**config.mk**
```make
export PLATFORM = sky130hd
export DESIGN_NAME = grr_queue
export DESIGN_NICKNAME = d
export VERILOG_FILES = /design/src/design/grr_pkg.sv /design/src/design/grr_queue.sv
export SDC_FILE = /design/constraint.sdc
export NUM_CORES = 1
export LEC_CHECK = 0
export BUFFER_PORTS_ARGS = -buffer_cell sky130_fd_sc_hd__buf_2
export CAP_MARGIN = 25
export CORE_AREA = 3 3 40 42
export DETAILED_ROUTE_END_ITERATION = 6
export DIE_AREA = 0 0 43 45
export PLACE_DENSITY = 0.75
export RECOVER_POWER = 50
export SLEW_MARGIN = 20
export SYNTH_ARGS = -nofsm -noshare
export SYNTH_HDL_FRONTEND = slang
export SYNTH_SLANG_ARGS = --single-unit
```
**constraint.sdc**
```tcl
create_clock -name clk -period 2.8 [get_ports clk]
set_input_delay 0.14 -clock clk [delete_from_list [all_inputs] [get_ports clk]]
set_output_delay 0.14 -clock clk [all_outputs]
set_load 0.02 [all_outputs]
```
**src/design/grr_pkg.sv**
```systemverilog
`timescale 1ns / 1ps

package grr_pkg;

  localparam int CODE_W = 8;
  localparam int ROW_W = 4;
  localparam int COLOR_W = 16;
  localparam int GLYPH_COLS = 5;
  localparam int GLYPH_ROWS = 7;
  localparam int GCOL_W = $clog2(GLYPH_COLS);
  localparam int GROW_W = $clog2(GLYPH_ROWS);
  localparam int FONT_IDX_W = 7;
  localparam int CFG_INDEX_W = 1;

  localparam logic [CODE_W-1:0] FIRST_CODE = 8'd32;

  localparam logic [CFG_INDEX_W-1:0] REG_FG_COLOR = 1'd0;
  localparam logic [CFG_INDEX_W-1:0] REG_BG_COLOR = 1'd1;

  typedef logic [GLYPH_COLS-1:0] glyph_mask_t;

  typedef struct packed {
    glyph_mask_t mask;
  } row_entry_t;

  typedef struct packed {
    logic       empty;
    row_entry_t entry;
  } queue_rd_t;

  // Five font columns packed with column 0 in the low byte; bit r of a byte is glyph row r.
  function automatic logic [8*GLYPH_COLS-1:0] font_columns(input logic [FONT_IDX_W-1:0] idx);
    logic [8*GLYPH_COLS-1:0] word;
    begin
      case (idx)
        7'd1:  word = 40'h00_00_4f_00_00;
        7'd2:  word = 40'h00_07_00_07_00;
        7'd3:  word = 40'h14_7f_14_7f_14;
        7'd4:  word = 40'h12_2a_7f_2a_24;
        7'd5:  word = 40'h62_64_08_13_23;
        7'd6:  word = 40'h50_22_55_49_36;
        7'd7:  word = 40'h00_00_03_05_00;
        7'd8:  word = 40'h00_41_22_1c_00;
        7'd9:  word = 40'h00_1c_22_41_00;
        7'd10: word = 40'h14_08_3e_08_14;
        7'd11: word = 40'h08_08_3e_08_08;
        7'd12: word = 40'h00_00_30_50_00;
        7'd13: word = 40'h08_08_08_08_08;
        7'd14: word = 40'h00_00_60_60_00;
        7'd15: word = 40'h02_04_08_10_20;
        7'd16: word = 40'h3e_45_49_51_3e;
        7'd17: word = 40'h00_40_7f_42_00;
        7'd18: word = 40'h46_49_51_61_42;
        7'd19: word = 40'h31_4b_45_41_21;
        7'd20: word = 40'h10_7f_12_14_18;
        7'd21: word = 40'h39_45_45_45_27;
        7'd22: word = 40'h30_49_49_4a_3c;
        7'd23: word = 40'h03_05_09_71_01;
        7'd24: word = 40'h36_49_49_49_36;
        7'd25: word = 40'h1e_29_49_49_06;
        7'd26: word = 40'h00_00_36_36_00;
        7'd27: word = 40'h00_00_36_56_00;
        7'd28: word = 40'h00_41_22_14_08;
        7'd29: word = 40'h14_14_14_14_14;
        7'd30: word = 40'h08_14_22_41_00;
        7'd31: word = 40'h06_09_51_01_02;
        7'd32: word = 40'h3e_41_79_49_32;
        7'd33: word = 40'h7e_11_11_11_7e;
        7'd34: word = 40'h36_49_49_49_7f;
        7'd35: word = 40'h22_41_41_41_3e;
        7'd36: word = 40'h1c_22_41_41_7f;
        7'd37: word = 40'h41_49_49_49_7f;
        7'd38: word = 40'h01_09_09_09_7f;
        7'd39: word = 40'h7a_49_49_41_3e;
        7'd40: word = 40'h7f_08_08_08_7f;
        7'd41: word = 40'h00_41_7f_41_00;
        7'd42: word = 40'h01_3f_41_40_20;
        7'd43: word = 40'h41_22_14_08_7f;
        7'd44: word = 40'h40_40_40_40_7f;
        7'd45: word = 40'h7f_02_0c_02_7f;
        7'd46: word = 40'h7f_10_08_04_7f;
        7'd47: word = 40'h3e_41_41_41_3e;
        7'd48: word = 40'h06_09_09_09_7f;
        7'd49: word = 40'h5e_21_51_41_3e;
        7'd50: word = 40'h46_29_19_09_7f;
        7'd51: word = 40'h31_49_49_49_46;
        7'd52: word = 40'h01_01_7f_01_01;
        7'd53: word = 40'h3f_40_40_40_3f;
        7'd54: word = 40'h1f_20_40_20_1f;
        7'd55: word = 40'h3f_40_38_40_3f;
        7'd56: word = 40'h63_14_08_14_63;
        7'd57: word = 40'h07_08_70_08_07;
        7'd58: word = 40'h43_45_49_51_61;
        7'd59: word = 40'h00_41_41_7f_00;
        7'd60: word = 40'h20_10_08_04_02;
        7'd61: word = 40'h00_7f_41_41_00;
        7'd62: word = 40'h04_02_01_02_04;
        7'd63: word = 40'h40_40_40_40_40;
        7'd64: word = 40'h00_04_02_01_00;
        7'd65: word = 40'h78_54_54_54_20;
        7'd66: word = 40'h38_44_44_48_7f;
        7'd67: word = 40'h20_44_44_44_38;
        7'd68: word = 40'h7f_48_44_44_38;
        7'd69: word = 40'h18_54_54_54_38;
        7'd70: word = 40'h02_01_09_7e_08;
        7'd71: word = 40'h3e_52_52_52_0c;
        7'd72: word = 40'h78_04_04_08_7f;
        7'd73: word = 40'h00_40_7d_44_00;
        7'd74: word = 40'h00_3d_44_40_20;
        7'd75: word = 40'h00_44_28_10_7f;
        7'd76: word = 40'h00_40_7f_41_00;
        7'd77: word = 40'h78_04_18_04_7c;
        7'd78: word = 40'h78_04_04_08_7c;
        7'd79: word = 40'h38_44_44_44_38;
        7'd80: word = 40'h08_14_14_14_7c;
        7'd81: word = 40'h7c_18_14_14_08;
        7'd82: word = 40'h08_04_04_08_7c;
        7'd83: word = 40'h20_54_54_54_48;
        7'd84: word = 40'h20_40_44_3f_04;
        7'd85: word = 40'h7c_20_40_40_3c;
        7'd86: word = 40'h1c_20_40_20_1c;
        7'd87: word = 40'h3c_40_30_40_3c;
        7'd88: word = 40'h44_28_10_28_44;
        7'd89: word = 40'h7c_a0_a0_a0_1c;
        7'd90: word = 40'h44_4c_54_64_44;
        7'd91: word = 40'h00_41_36_08_00;
        7'd92: word = 40'h00_00_7f_00_00;
        7'd93: word = 40'h00_08_36_41_00;
        7'd94: word = 40'h08_10_08_08_10;
        default: word = '0;
      endcase
      return word;
    end
  endfunction

endpackage

```
**src/design/grr_queue.sv**
```systemverilog
`timescale 1ns / 1ps

module grr_queue (
  input  logic                clk,
  input  logic                rst,
  input  logic                write,
  input  grr_pkg::row_entry_t wr_entry,
  input  logic                read,
  output logic                full,
  output grr_pkg::queue_rd_t  rd
);

  grr_pkg::row_entry_t entries [2];
  logic       wr_ptr;
  logic       rd_ptr;
  logic [1:0] count;

  assign full     = count == 2'd2;
  assign rd.empty = count == 2'd0;
  assign rd.entry = entries[rd_ptr];

  always_ff @(posedge clk) begin
    if (write) begin
      entries[wr_ptr] <= wr_entry;
    end
  end

  always_ff @(posedge clk) begin
    if (rst) begin
      wr_ptr <= 1'b0;
      rd_ptr <= 1'b0;
      count  <= 2'd0;
    end else begin
      if (write) begin
        wr_ptr <= !wr_ptr;
      end
      if (read) begin
        rd_ptr <= !rd_ptr;
      end
      case ({write, read})
        2'b10:   count <= count + 2'd1;
        2'b01:   count <= count - 2'd1;
        default: count <= count;
      endcase
    end
  end

endmodule

```
==> qor.yml <==
sta:
  rsz0062_at_grt: "false"
  skew_ns: 0.00436
  finalCritPeriodShare: 0.487
  finalCriticalPeriod_ns: 1.36
  fmax_ghz: 0.734
  tns_ns: 0
  tightest_slew_ns: 0.444
  setup_violations: 0
  slew_violations: 0
  hold_viol: 0
  maxSlewHeadroom: 0.703
floorplan:
  core.rowCount: 13
  core-area_sq_um: 1280
  io_pins: 16
  start_util: 0.437
  dieArea_sq_um: 1940
  die_x_um: 43
  chipHeight_um: 45
finish:
  design_area_sq_um: 681
  fin_cells: 71
  antenna_cells_inserted: 0
  nets: 67
  drive_gt1_frac: 0.411
  area_growth_pct: 21.2
synth:
  synth_cell_types: 13
  synthCells: 37
  synth_fa_ha_area_frac: 0.0223
  avgSynthCellArea_sq_um: 15.2
  yosys.area.top_type_share: 0.535
  syn_area_sq_um: 562
  ys_ff_latch: 15
  yosys-top-cells-area: "edfxtp_1 (53%), dfxtp_1 (18%), mux2_2 (10%), xnor2_1 (4.7%), nor2_1 (4.0%)"
  synth_mux_area_frac: 0.100
  seq_area_frac_synth: 0.713
  synth_compound_area_frac: 0.0178
  synth-simple-area-share: 0.0780
  yosysWarnings: 0
  syn-num-nets: 47
  post-synth-top-area-cell: "edfxtp_1"
  synth_top_family_by_area: "multiplexers"
  synth-xor-area-share: 0.0624
setup_path:
  worstReg2RegStart: "wr_ptr$_SDFFE_PP0P_"
  path_max_fanout: 5
  endpoint: "rd[4]"
  start_kind: "register"
  path_class: "register to output pin"
  reg2reg_depth: 1
  arrival_ns: 1.22
  reg2reg_slack_ns: 1.74
  cp-end-kind: "output pin"
  r2r-end: "entries[0][2]$_DFFE_PP_"
  required_ns: 2.66
placed_design:
  dp_hpwl_um: 612
  numPlacedInstances: 67
  dpl_cell_area_sq_um: 656
  io_buffers: 15
  gp_congestion: 0.630
clock_tree:
  clk_latency_ns: 0.27
  cts_resized: 0
  cts_hold_buf: 0
  cts-root-buf: "clkbuf_4"
  clockBufferDepth: 2
  clock-sinks: 15
  cts-buffers-inserted: 3
  postCtsSetupBuffers: 0
  h-tree-depth: 1
  path_clk_slew_ns: 0.08
  cts_tree: "done"
global_routing:
  grt_overflow_total: 0
  grt_antenna_before_repair: 0
  grt_pass1_vias: 305
  grt_max_degree: 9
  grt_usage: 0.0893
  grt_pass1_wl_mm: 1.23
route:
  drtPass1Iterations: 2
  postRouteAntennaNets: 0
  drtIter0Drc: 5
  wirelength_um: 797
  via_count: 328
  via_per_inst: 4.62
  drc_errors: 0
  wl_per_cell_um: 11.2
power:
  power_density_nw_per_um2: 664
  power_frac_comb: 0.161
  intPower_uw: 343
  p_leak_nw: 0.272
  p_switching_uw: 109
  power_uw: 452
  p_sw_frac: 0.241
  peakVddDrop_uv: 255
  seqPwrFrac: 0.587
  clock_power_share: 0.252
outcome:
  status: "finished, final reports clean"
flow_run:
  drv_cap: 0
hold_path:
  hp-class: "input pin to register"
## stage by stage
| step | worst slack (ns) | hold slack (ns) | util |
|---|---|---|---|
| after global routing | 1.37 | 0.0470 | 0.530 |
| after global placement | 1.63 | 0.331 | 0.510 |
| after detailed placement | 1.59 | 0.334 | 0.510 |
| after CTS | 1.41 | 0.0459 | 0.531 |
| after floorplan | 1.77 | 0.209 | - |
| final | 1.44 | 0.0565 | 0.530 |
## synth_stat cells
master    instances
xor2_1            1
nor2_1            6
inv_1             1
o21ai_0           1
dfxtp_1           5
ha_1              1
and2_1            1
edfxtp_1         10
mux2_2            5
xnor2_1           3
a21oi_1           1
or3_1             1
and2b_2           1
## worst max-delay path, cell delays in order (launching register included)
cell,delay [ns]
dfxtp_1,0.44
mux2_2,0.36
buf_2,0.16
## how the worst min path moves through the flow
stage                                         end  cells past startpoint        start  slack [ns]
final                     entries[1][0]$_DFFE_PP_                      1  wr_entry[0]        0.06
after global routing      entries[1][0]$_DFFE_PP_                      1  wr_entry[0]        0.05
after detailed placement  entries[0][0]$_DFFE_PP_                      1  wr_entry[0]        0.33
after floorplan             count[1]$_SDFFE_PP0P_                      1          rst        0.21
after CTS                 entries[1][0]$_DFFE_PP_                      1  wr_entry[0]        0.05
after global placement    entries[1][2]$_DFFE_PP_                      1  wr_entry[2]        0.33
## state kept, by name, summed over array words and instances, names as in the netlist, named ones only
register  flops
rd_ptr        1
count         2
wr_ptr        1
entries      10
## cell families (layout without fill, tap and decap cells)
| kind of cell | after synthesis | count (layout) |
|---|---|---|
| buf+inv | 1 | 20 |
| compound gates | 2 | 2 |
| xor+xnor | 4 | 4 |
| fa+ha+maj | 1 | 1 |
| mux | 5 | 5 |
| flops | 15 | 15 |
| simple gates | 9 | 9 |
## area by class of cell
class | count | area (sq um)
Clock buffer | 4 | 26.3
Fill cell | 114 | 604
Inverter | 1 | 3.75
Multi-Input combinational cell | 21 | 158
Sequential cell | 15 | 400
Tap cell | 15 | 18.8
Timing Repair Buffer | 15 | 73.8
## power by group through the flow
stage / registers [mW] / clock network, mW / logic (mW)
finish: 0.265 / 0.114 / 0.0726
global route: 0.268 / 0.125 / 0.0793
CTS: 0.265 / 0.120 / 0.0740
detailed placement: 0.271 / 0 / 0.0732
global placement: 0.270 / 0 / 0.0721
floorplan: 0.268 / 0 / 0.0506
## cell usage in the layout (no fill, tap or decap)
cell	Yosys	layout
clkbuf_1	0	2
buf_2	0	14
ha_1	1	1
xor2_1	1	1
mux2_2	5	5
or3_1	1	1
inv_1	1	1
a21oi_1	1	1
o21ai_0	1	1
and2_0	0	1
nor2_1	6	6
xnor2_1	3	3
dfxtp_1	5	5
clkbuf_4	0	3
and2b_2	1	1
edfxtp_1	10	10
## routing by layer
metal | global-route usage | part of all wire | vias to the layer above
met3 | 0.0239 | 0.077 | 0
met2 | 0.144 | 0.45 | 11
li1 | - | - | 169
met1 | 0.108 | 0.47 | 148
met4 | 0.0542 | 0 | 0
met5 | 0 | 0 | -
No activity file was read; power rests on OpenSTA's default activity.
