**config.mk**
```make
export PLATFORM = sky130hd
export DESIGN_NAME = grr_back
export DESIGN_NICKNAME = d
export VERILOG_FILES = /design/src/design/grr_pkg.sv /design/src/design/grr_back.sv
export SDC_FILE = /design/constraint.sdc
export NUM_CORES = 1
export LEC_CHECK = 0
export BUFFER_PORTS_ARGS = -buffer_cell sky130_fd_sc_hd__buf_2
export CORE_ASPECT_RATIO = 2
export CORE_MARGIN = 2
export CORE_UTILIZATION = 45
export CTS_BUF_LIST = sky130_fd_sc_hd__clkbuf_16
export CTS_CLUSTER_SIZE = 16
export DETAILED_ROUTE_END_ITERATION = 10
export GPL_TIMING_DRIVEN = 1
export PLACE_DENSITY = 0.78
export SLEW_MARGIN = 20
export SYNTH_ARGS = -nofsm -noshare
export SYNTH_HDL_FRONTEND = slang
export SYNTH_SLANG_ARGS = --single-unit
```
**constraint.sdc**
```tcl
create_clock -name clk -period 2.6 [get_ports clk]
set_input_delay 0.26 -clock clk [delete_from_list [all_inputs] [get_ports clk]]
set_output_delay 0.26 -clock clk [all_outputs]
set_load 0.02 [all_outputs]
```
**src/design/grr_pkg.sv**
```systemverilog
`timescale 1ns / 1ps

package grr_pkg;

  localparam int CODE_W = 8;
  localparam int ROW_W = 4;
  localparam int COLOR_W = 16;
  localparam int GLYPH_COLS = 5;
  localparam int GLYPH_ROWS = 7;
  localparam int GCOL_W = $clog2(GLYPH_COLS);
  localparam int GROW_W = $clog2(GLYPH_ROWS);
  localparam int FONT_IDX_W = 7;
  localparam int CFG_INDEX_W = 1;

  localparam logic [CODE_W-1:0] FIRST_CODE = 8'd32;

  localparam logic [CFG_INDEX_W-1:0] REG_FG_COLOR = 1'd0;
  localparam logic [CFG_INDEX_W-1:0] REG_BG_COLOR = 1'd1;

  typedef logic [GLYPH_COLS-1:0] glyph_mask_t;

  typedef struct packed {
    glyph_mask_t mask;
  } row_entry_t;

  typedef struct packed {
    logic       empty;
    row_entry_t entry;
  } queue_rd_t;

  // Five font columns packed with column 0 in the low byte; bit r of a byte is glyph row r.
  function automatic logic [8*GLYPH_COLS-1:0] font_columns(input logic [FONT_IDX_W-1:0] idx);
    logic [8*GLYPH_COLS-1:0] word;
    begin
      case (idx)
        7'd1:  word = 40'h00_00_4f_00_00;
        7'd2:  word = 40'h00_07_00_07_00;
        7'd3:  word = 40'h14_7f_14_7f_14;
        7'd4:  word = 40'h12_2a_7f_2a_24;
        7'd5:  word = 40'h62_64_08_13_23;
        7'd6:  word = 40'h50_22_55_49_36;
        7'd7:  word = 40'h00_00_03_05_00;
        7'd8:  word = 40'h00_41_22_1c_00;
        7'd9:  word = 40'h00_1c_22_41_00;
        7'd10: word = 40'h14_08_3e_08_14;
        7'd11: word = 40'h08_08_3e_08_08;
        7'd12: word = 40'h00_00_30_50_00;
        7'd13: word = 40'h08_08_08_08_08;
        7'd14: word = 40'h00_00_60_60_00;
        7'd15: word = 40'h02_04_08_10_20;
        7'd16: word = 40'h3e_45_49_51_3e;
        7'd17: word = 40'h00_40_7f_42_00;
        7'd18: word = 40'h46_49_51_61_42;
        7'd19: word = 40'h31_4b_45_41_21;
        7'd20: word = 40'h10_7f_12_14_18;
        7'd21: word = 40'h39_45_45_45_27;
        7'd22: word = 40'h30_49_49_4a_3c;
        7'd23: word = 40'h03_05_09_71_01;
        7'd24: word = 40'h36_49_49_49_36;
        7'd25: word = 40'h1e_29_49_49_06;
        7'd26: word = 40'h00_00_36_36_00;
        7'd27: word = 40'h00_00_36_56_00;
        7'd28: word = 40'h00_41_22_14_08;
        7'd29: word = 40'h14_14_14_14_14;
        7'd30: word = 40'h08_14_22_41_00;
        7'd31: word = 40'h06_09_51_01_02;
        7'd32: word = 40'h3e_41_79_49_32;
        7'd33: word = 40'h7e_11_11_11_7e;
        7'd34: word = 40'h36_49_49_49_7f;
        7'd35: word = 40'h22_41_41_41_3e;
        7'd36: word = 40'h1c_22_41_41_7f;
        7'd37: word = 40'h41_49_49_49_7f;
        7'd38: word = 40'h01_09_09_09_7f;
        7'd39: word = 40'h7a_49_49_41_3e;
        7'd40: word = 40'h7f_08_08_08_7f;
        7'd41: word = 40'h00_41_7f_41_00;
        7'd42: word = 40'h01_3f_41_40_20;
        7'd43: word = 40'h41_22_14_08_7f;
        7'd44: word = 40'h40_40_40_40_7f;
        7'd45: word = 40'h7f_02_0c_02_7f;
        7'd46: word = 40'h7f_10_08_04_7f;
        7'd47: word = 40'h3e_41_41_41_3e;
        7'd48: word = 40'h06_09_09_09_7f;
        7'd49: word = 40'h5e_21_51_41_3e;
        7'd50: word = 40'h46_29_19_09_7f;
        7'd51: word = 40'h31_49_49_49_46;
        7'd52: word = 40'h01_01_7f_01_01;
        7'd53: word = 40'h3f_40_40_40_3f;
        7'd54: word = 40'h1f_20_40_20_1f;
        7'd55: word = 40'h3f_40_38_40_3f;
        7'd56: word = 40'h63_14_08_14_63;
        7'd57: word = 40'h07_08_70_08_07;
        7'd58: word = 40'h43_45_49_51_61;
        7'd59: word = 40'h00_41_41_7f_00;
        7'd60: word = 40'h20_10_08_04_02;
        7'd61: word = 40'h00_7f_41_41_00;
        7'd62: word = 40'h04_02_01_02_04;
        7'd63: word = 40'h40_40_40_40_40;
        7'd64: word = 40'h00_04_02_01_00;
        7'd65: word = 40'h78_54_54_54_20;
        7'd66: word = 40'h38_44_44_48_7f;
        7'd67: word = 40'h20_44_44_44_38;
        7'd68: word = 40'h7f_48_44_44_38;
        7'd69: word = 40'h18_54_54_54_38;
        7'd70: word = 40'h02_01_09_7e_08;
        7'd71: word = 40'h3e_52_52_52_0c;
        7'd72: word = 40'h78_04_04_08_7f;
        7'd73: word = 40'h00_40_7d_44_00;
        7'd74: word = 40'h00_3d_44_40_20;
        7'd75: word = 40'h00_44_28_10_7f;
        7'd76: word = 40'h00_40_7f_41_00;
        7'd77: word = 40'h78_04_18_04_7c;
        7'd78: word = 40'h78_04_04_08_7c;
        7'd79: word = 40'h38_44_44_44_38;
        7'd80: word = 40'h08_14_14_14_7c;
        7'd81: word = 40'h7c_18_14_14_08;
        7'd82: word = 40'h08_04_04_08_7c;
        7'd83: word = 40'h20_54_54_54_48;
        7'd84: word = 40'h20_40_44_3f_04;
        7'd85: word = 40'h7c_20_40_40_3c;
        7'd86: word = 40'h1c_20_40_20_1c;
        7'd87: word = 40'h3c_40_30_40_3c;
        7'd88: word = 40'h44_28_10_28_44;
        7'd89: word = 40'h7c_a0_a0_a0_1c;
        7'd90: word = 40'h44_4c_54_64_44;
        7'd91: word = 40'h00_41_36_08_00;
        7'd92: word = 40'h00_00_7f_00_00;
        7'd93: word = 40'h00_08_36_41_00;
        7'd94: word = 40'h08_10_08_08_10;
        default: word = '0;
      endcase
      return word;
    end
  endfunction

endpackage

```
**src/design/grr_back.sv**
```systemverilog
`timescale 1ns / 1ps

module grr_back #(
  parameter int CELL_WIDTH = 12
) (
  input  logic                          clk,
  input  logic                          rst,
  input  grr_pkg::queue_rd_t            q_rd,
  output logic                          q_read,
  input  logic [grr_pkg::COLOR_W-1:0]   fg_color,
  input  logic [grr_pkg::COLOR_W-1:0]   backdrop_color,
  input  logic                          pop,
  output logic                          empty,
  output logic [grr_pkg::COLOR_W-1:0]   pixel_rgb,
  output logic                          last_pixel
);

  localparam int COL_W = $clog2(CELL_WIDTH);

  logic                        busy;
  logic [COL_W-1:0]            col;
  grr_pkg::glyph_mask_t        mask;
  logic                        out_valid;

  logic                        out_free;
  logic                        emit;
  logic                        last_col;
  logic                        load;
  logic [grr_pkg::GCOL_W-1:0]  glyph_col;
  logic                        lit;

  assign empty     = !out_valid;
  assign out_free  = !out_valid || pop;
  assign emit      = busy && out_free;
  assign last_col  = col == COL_W'(CELL_WIDTH - 1);
  assign load      = !q_rd.empty && (!busy || (emit && last_col));
  assign q_read    = load;

  assign glyph_col = col[grr_pkg::GCOL_W:1];
  assign lit       = (glyph_col < grr_pkg::GCOL_W'(grr_pkg::GLYPH_COLS)) && mask[glyph_col];

  always_ff @(posedge clk) begin
    if (load) begin
      mask <= q_rd.entry.mask;
    end
    if (emit) begin
      pixel_rgb  <= lit ? fg_color : backdrop_color;
      last_pixel <= last_col;
    end
  end

  always_ff @(posedge clk) begin
    if (rst) begin
      busy      <= 1'b0;
      col       <= '0;
      out_valid <= 1'b0;
    end else begin
      if (load) begin
        busy <= 1'b1;
        col  <= '0;
      end else if (emit) begin
        col <= col + COL_W'(1);
        if (last_col) begin
          busy <= 1'b0;
        end
      end
      if (emit) begin
        out_valid <= 1'b1;
      end else if (pop) begin
        out_valid <= 1'b0;
      end
    end
  end

endmodule

```
==> results.yml <==
run_status:
  status: "finished, final reports clean"
timing:
  period_share_pct: 82.3
  fin_setup_tns_ns: 0
  hold_viol_final: 0
  timing.fmax_mhz: 467
  fin_crit_ns: 2.14
  maxSlewViolCount: 0
  relSlewSlack_pct: 44.9
  setup_violations: 0
  tightestPinTransition_ns: 0.827
  rsz0062_at_grt: "no"
  skew_ns: 0.00379
  fin_ws_ns: 0.461
worst_setup_path:
  slowest_stage: "a21oi_1"
  required_ns: 2.34
  crit_buf_inv: 1
  critPathMaxFanout: 6
  path_depth: 5
  crit_type: "reg2out"
  cp.arrival_ns: 1.88
  cpPeakStageDelay_ns: 0.44
  crit_family: "compound AO/OA/AOI/OAI gates"
  crit_path_cell_trace: "ha_1 -> and3b_2 -> nand2_1 -> a21oi_1 -> buf_2"
  endpoint_kind: "primary output"
  worstRegToRegCells: 4
  worstSetupStartpointType: "register"
  r2r_slack_ns: 0.51
cells_and_area:
  num_antenna_cells: 0
  n_fill_cell: 199
  layout.nets: 183
  drive_gt1_share_pct: 56.4
  syn2layout_area_growth_pct: 30.4
yosys:
  netlist_instances: 80
  ys_warn_count: 0
  syn_area_sq_um: 1230
  async_reset_ff_share_pct: 0
  seq_area_frac_synth_pct: 63.4
  synth_nets: 122
  synth_edf_count: 22
  synth_area_leaders: "edfxtp_1 54%, mux2_4 12%, dfxtp_1 9.8%"
  synth_commonest_cells: "22 x edfxtp_1, 10 x mux2_4, 6 x dfxtp_1, 6 x mux2_2, 5 x nor2_1"
  synth_most_common_cell: "edfxtp_1"
  ys.flop_type: "edfxtp_1"
  synth_top_area_cell: "edfxtp_1"
  synth_seq_cells: 28
  synth_top_area_share_pct: 53.7
  synth_area_per_cell_sq_um: 15.4
  ys_types: 23
floorplanning:
  pin_count: 60
  start_util_pct: 47.9
  row_count: 26
  core_sq_um: 2570
  die-area_sq_um: 3200
  die_h_um: 78.0
  die-width_um: 41.0
place:
  portBuffers: 59
  pre_cts_slack_ns: 0.534
  gp_congestion: 0.755
  hpwl_um: 1840
grt:
  first_global_vias: 865
  grt_use_total_pct: 16.2
  antenna_found_initial: 0
  globalRouteOverflowTotal: 0
  grt_max_degree: 18
  grt_pass1_wl_um: 3530
min_path:
  min_path_type: "in2reg"
  holdPathStages: 1
drt:
  detail_route.wl_per_cell_um: 13.5
  firstDrtPassIters: 2
  ant_nets: 0
  top_layer_used: "met4"
  drt_iter0_drc: 18
  m1WireLength_um: 756
  drc: 0
  viasPerCell: 4.88
  wl_met3_um: 139
  totalWireLength_um: 2270
  dr_total_vias: 819
  routed-wl-met2_um: 1330
power:
  p_leak_nw: 0.722
  ir_drop_mv: 0.452
  p_per_area_nw_per_um2: 622
clock_tree:
  numCtsBuffers: 3
  clk_latency_ns: 0.26
  clock-sinks: 28
  clockBufferDepth: 2
  clk_root_buffer_cell: "clkbuf_16"
  cts_tree: "yes"
  path_clk_slew_ns: 0.06
  ctsHoldBuffers: 0
  cts_setup_buffers: 0
  post_cts_resized: 0
  htree_levels: 1
job:
  drv_cap: 0
cell families after synthesis:
kind of cell,synth area share (%)
flip-flops,63.4
AND/OR/NAND/NOR,8.33
multiplexers,19.3
buffers and inverters,3.76
AO/OA/AOI/OAI,2.03
XOR/XNOR,2.13
adder cells (fa/ha/maj),1.02
path summary, 6_finish.rpt:
path / start / end
setup reg to reg: col[3] / pixel_rgb[6]
hold / removal: q_rd[3] / mask[3]
hold reg to reg: busy / out_valid
setup / recovery: col[1] / q_read
per-layer routing:
metal | vias up | track usage (%)
met2 | 33 | 29.4
met4 | 0 | 8.00
met5 | - | 0
met1 | 372 | 15.3
met3 | 4 | 2.57
li1 | 410 | -
layout by cell type, fill, tap and decap left out, drive strengths merged:
master,synthesis,layout
xor2,3,3
nor3,1,1
dfxtp,6,6
buf,2,59
and3,1,1
clkinv,0,1
o21ai,1,1
and3b,1,1
clkbuf,1,3
nand2b,1,1
mux2i,2,2
inv,3,3
edfxtp,22,22
nor3b,1,1
mux2,16,16
nor2,5,5
and4bb,1,1
nand3,3,3
nand2,4,4
or3,1,1
a21oi,4,4
ha,1,1
report_power, final:
group,total [mW],internal (mW),switching (mW)
combinational,0.135,0.0672,0.0679
clock,0.339,0.206,0.133
sequential,0.525,0.515,0.00915
total,0.998,0.788,0.210
metrics by stage:
step	total power, mW	cell area (sq um)	utilization, %	hold WS, ns	std cells
2_1_floorplan	0.621	1230	-	0.329	80
6_report	0.998	1610	62.5	0.174	168
3_5_place_dp	0.670	1530	59.4	0.439	164
4_1_cts	1.01	1610	62.5	0.171	168
5_1_grt	1.04	1610	62.5	0.173	168
3_3_place_gp	0.664	1530	59.4	0.436	164
sequential cells by signal (all words and copies together), names as in the netlist:
signal and cells:
pixel_rgb 16, mask 5, col 4, busy 1, last_pixel 1, out_valid 1
final cells by class:
class | instances | area (sq um) | area share (%)
sequential | 28 | 781 | 48.6
multi-input combinational | 46 | 404 | 25.2
timing repair buffer | 59 | 295 | 18.4
clock buffer | 3 | 75.1 | 4.68
tap | 28 | 35.0 | 2.18
inverter | 3 | 11.3 | 0.701
clock inverter | 1 | 3.75 | 0.234
worst reg2reg max path: cells and delay by family (launching register included):
family / cells / cell delay [ns]
simple gates: 2 / 0.77
mux: 2 / 0.65
flops: 1 / 0.42
Power figures use the tool's default switching activity.
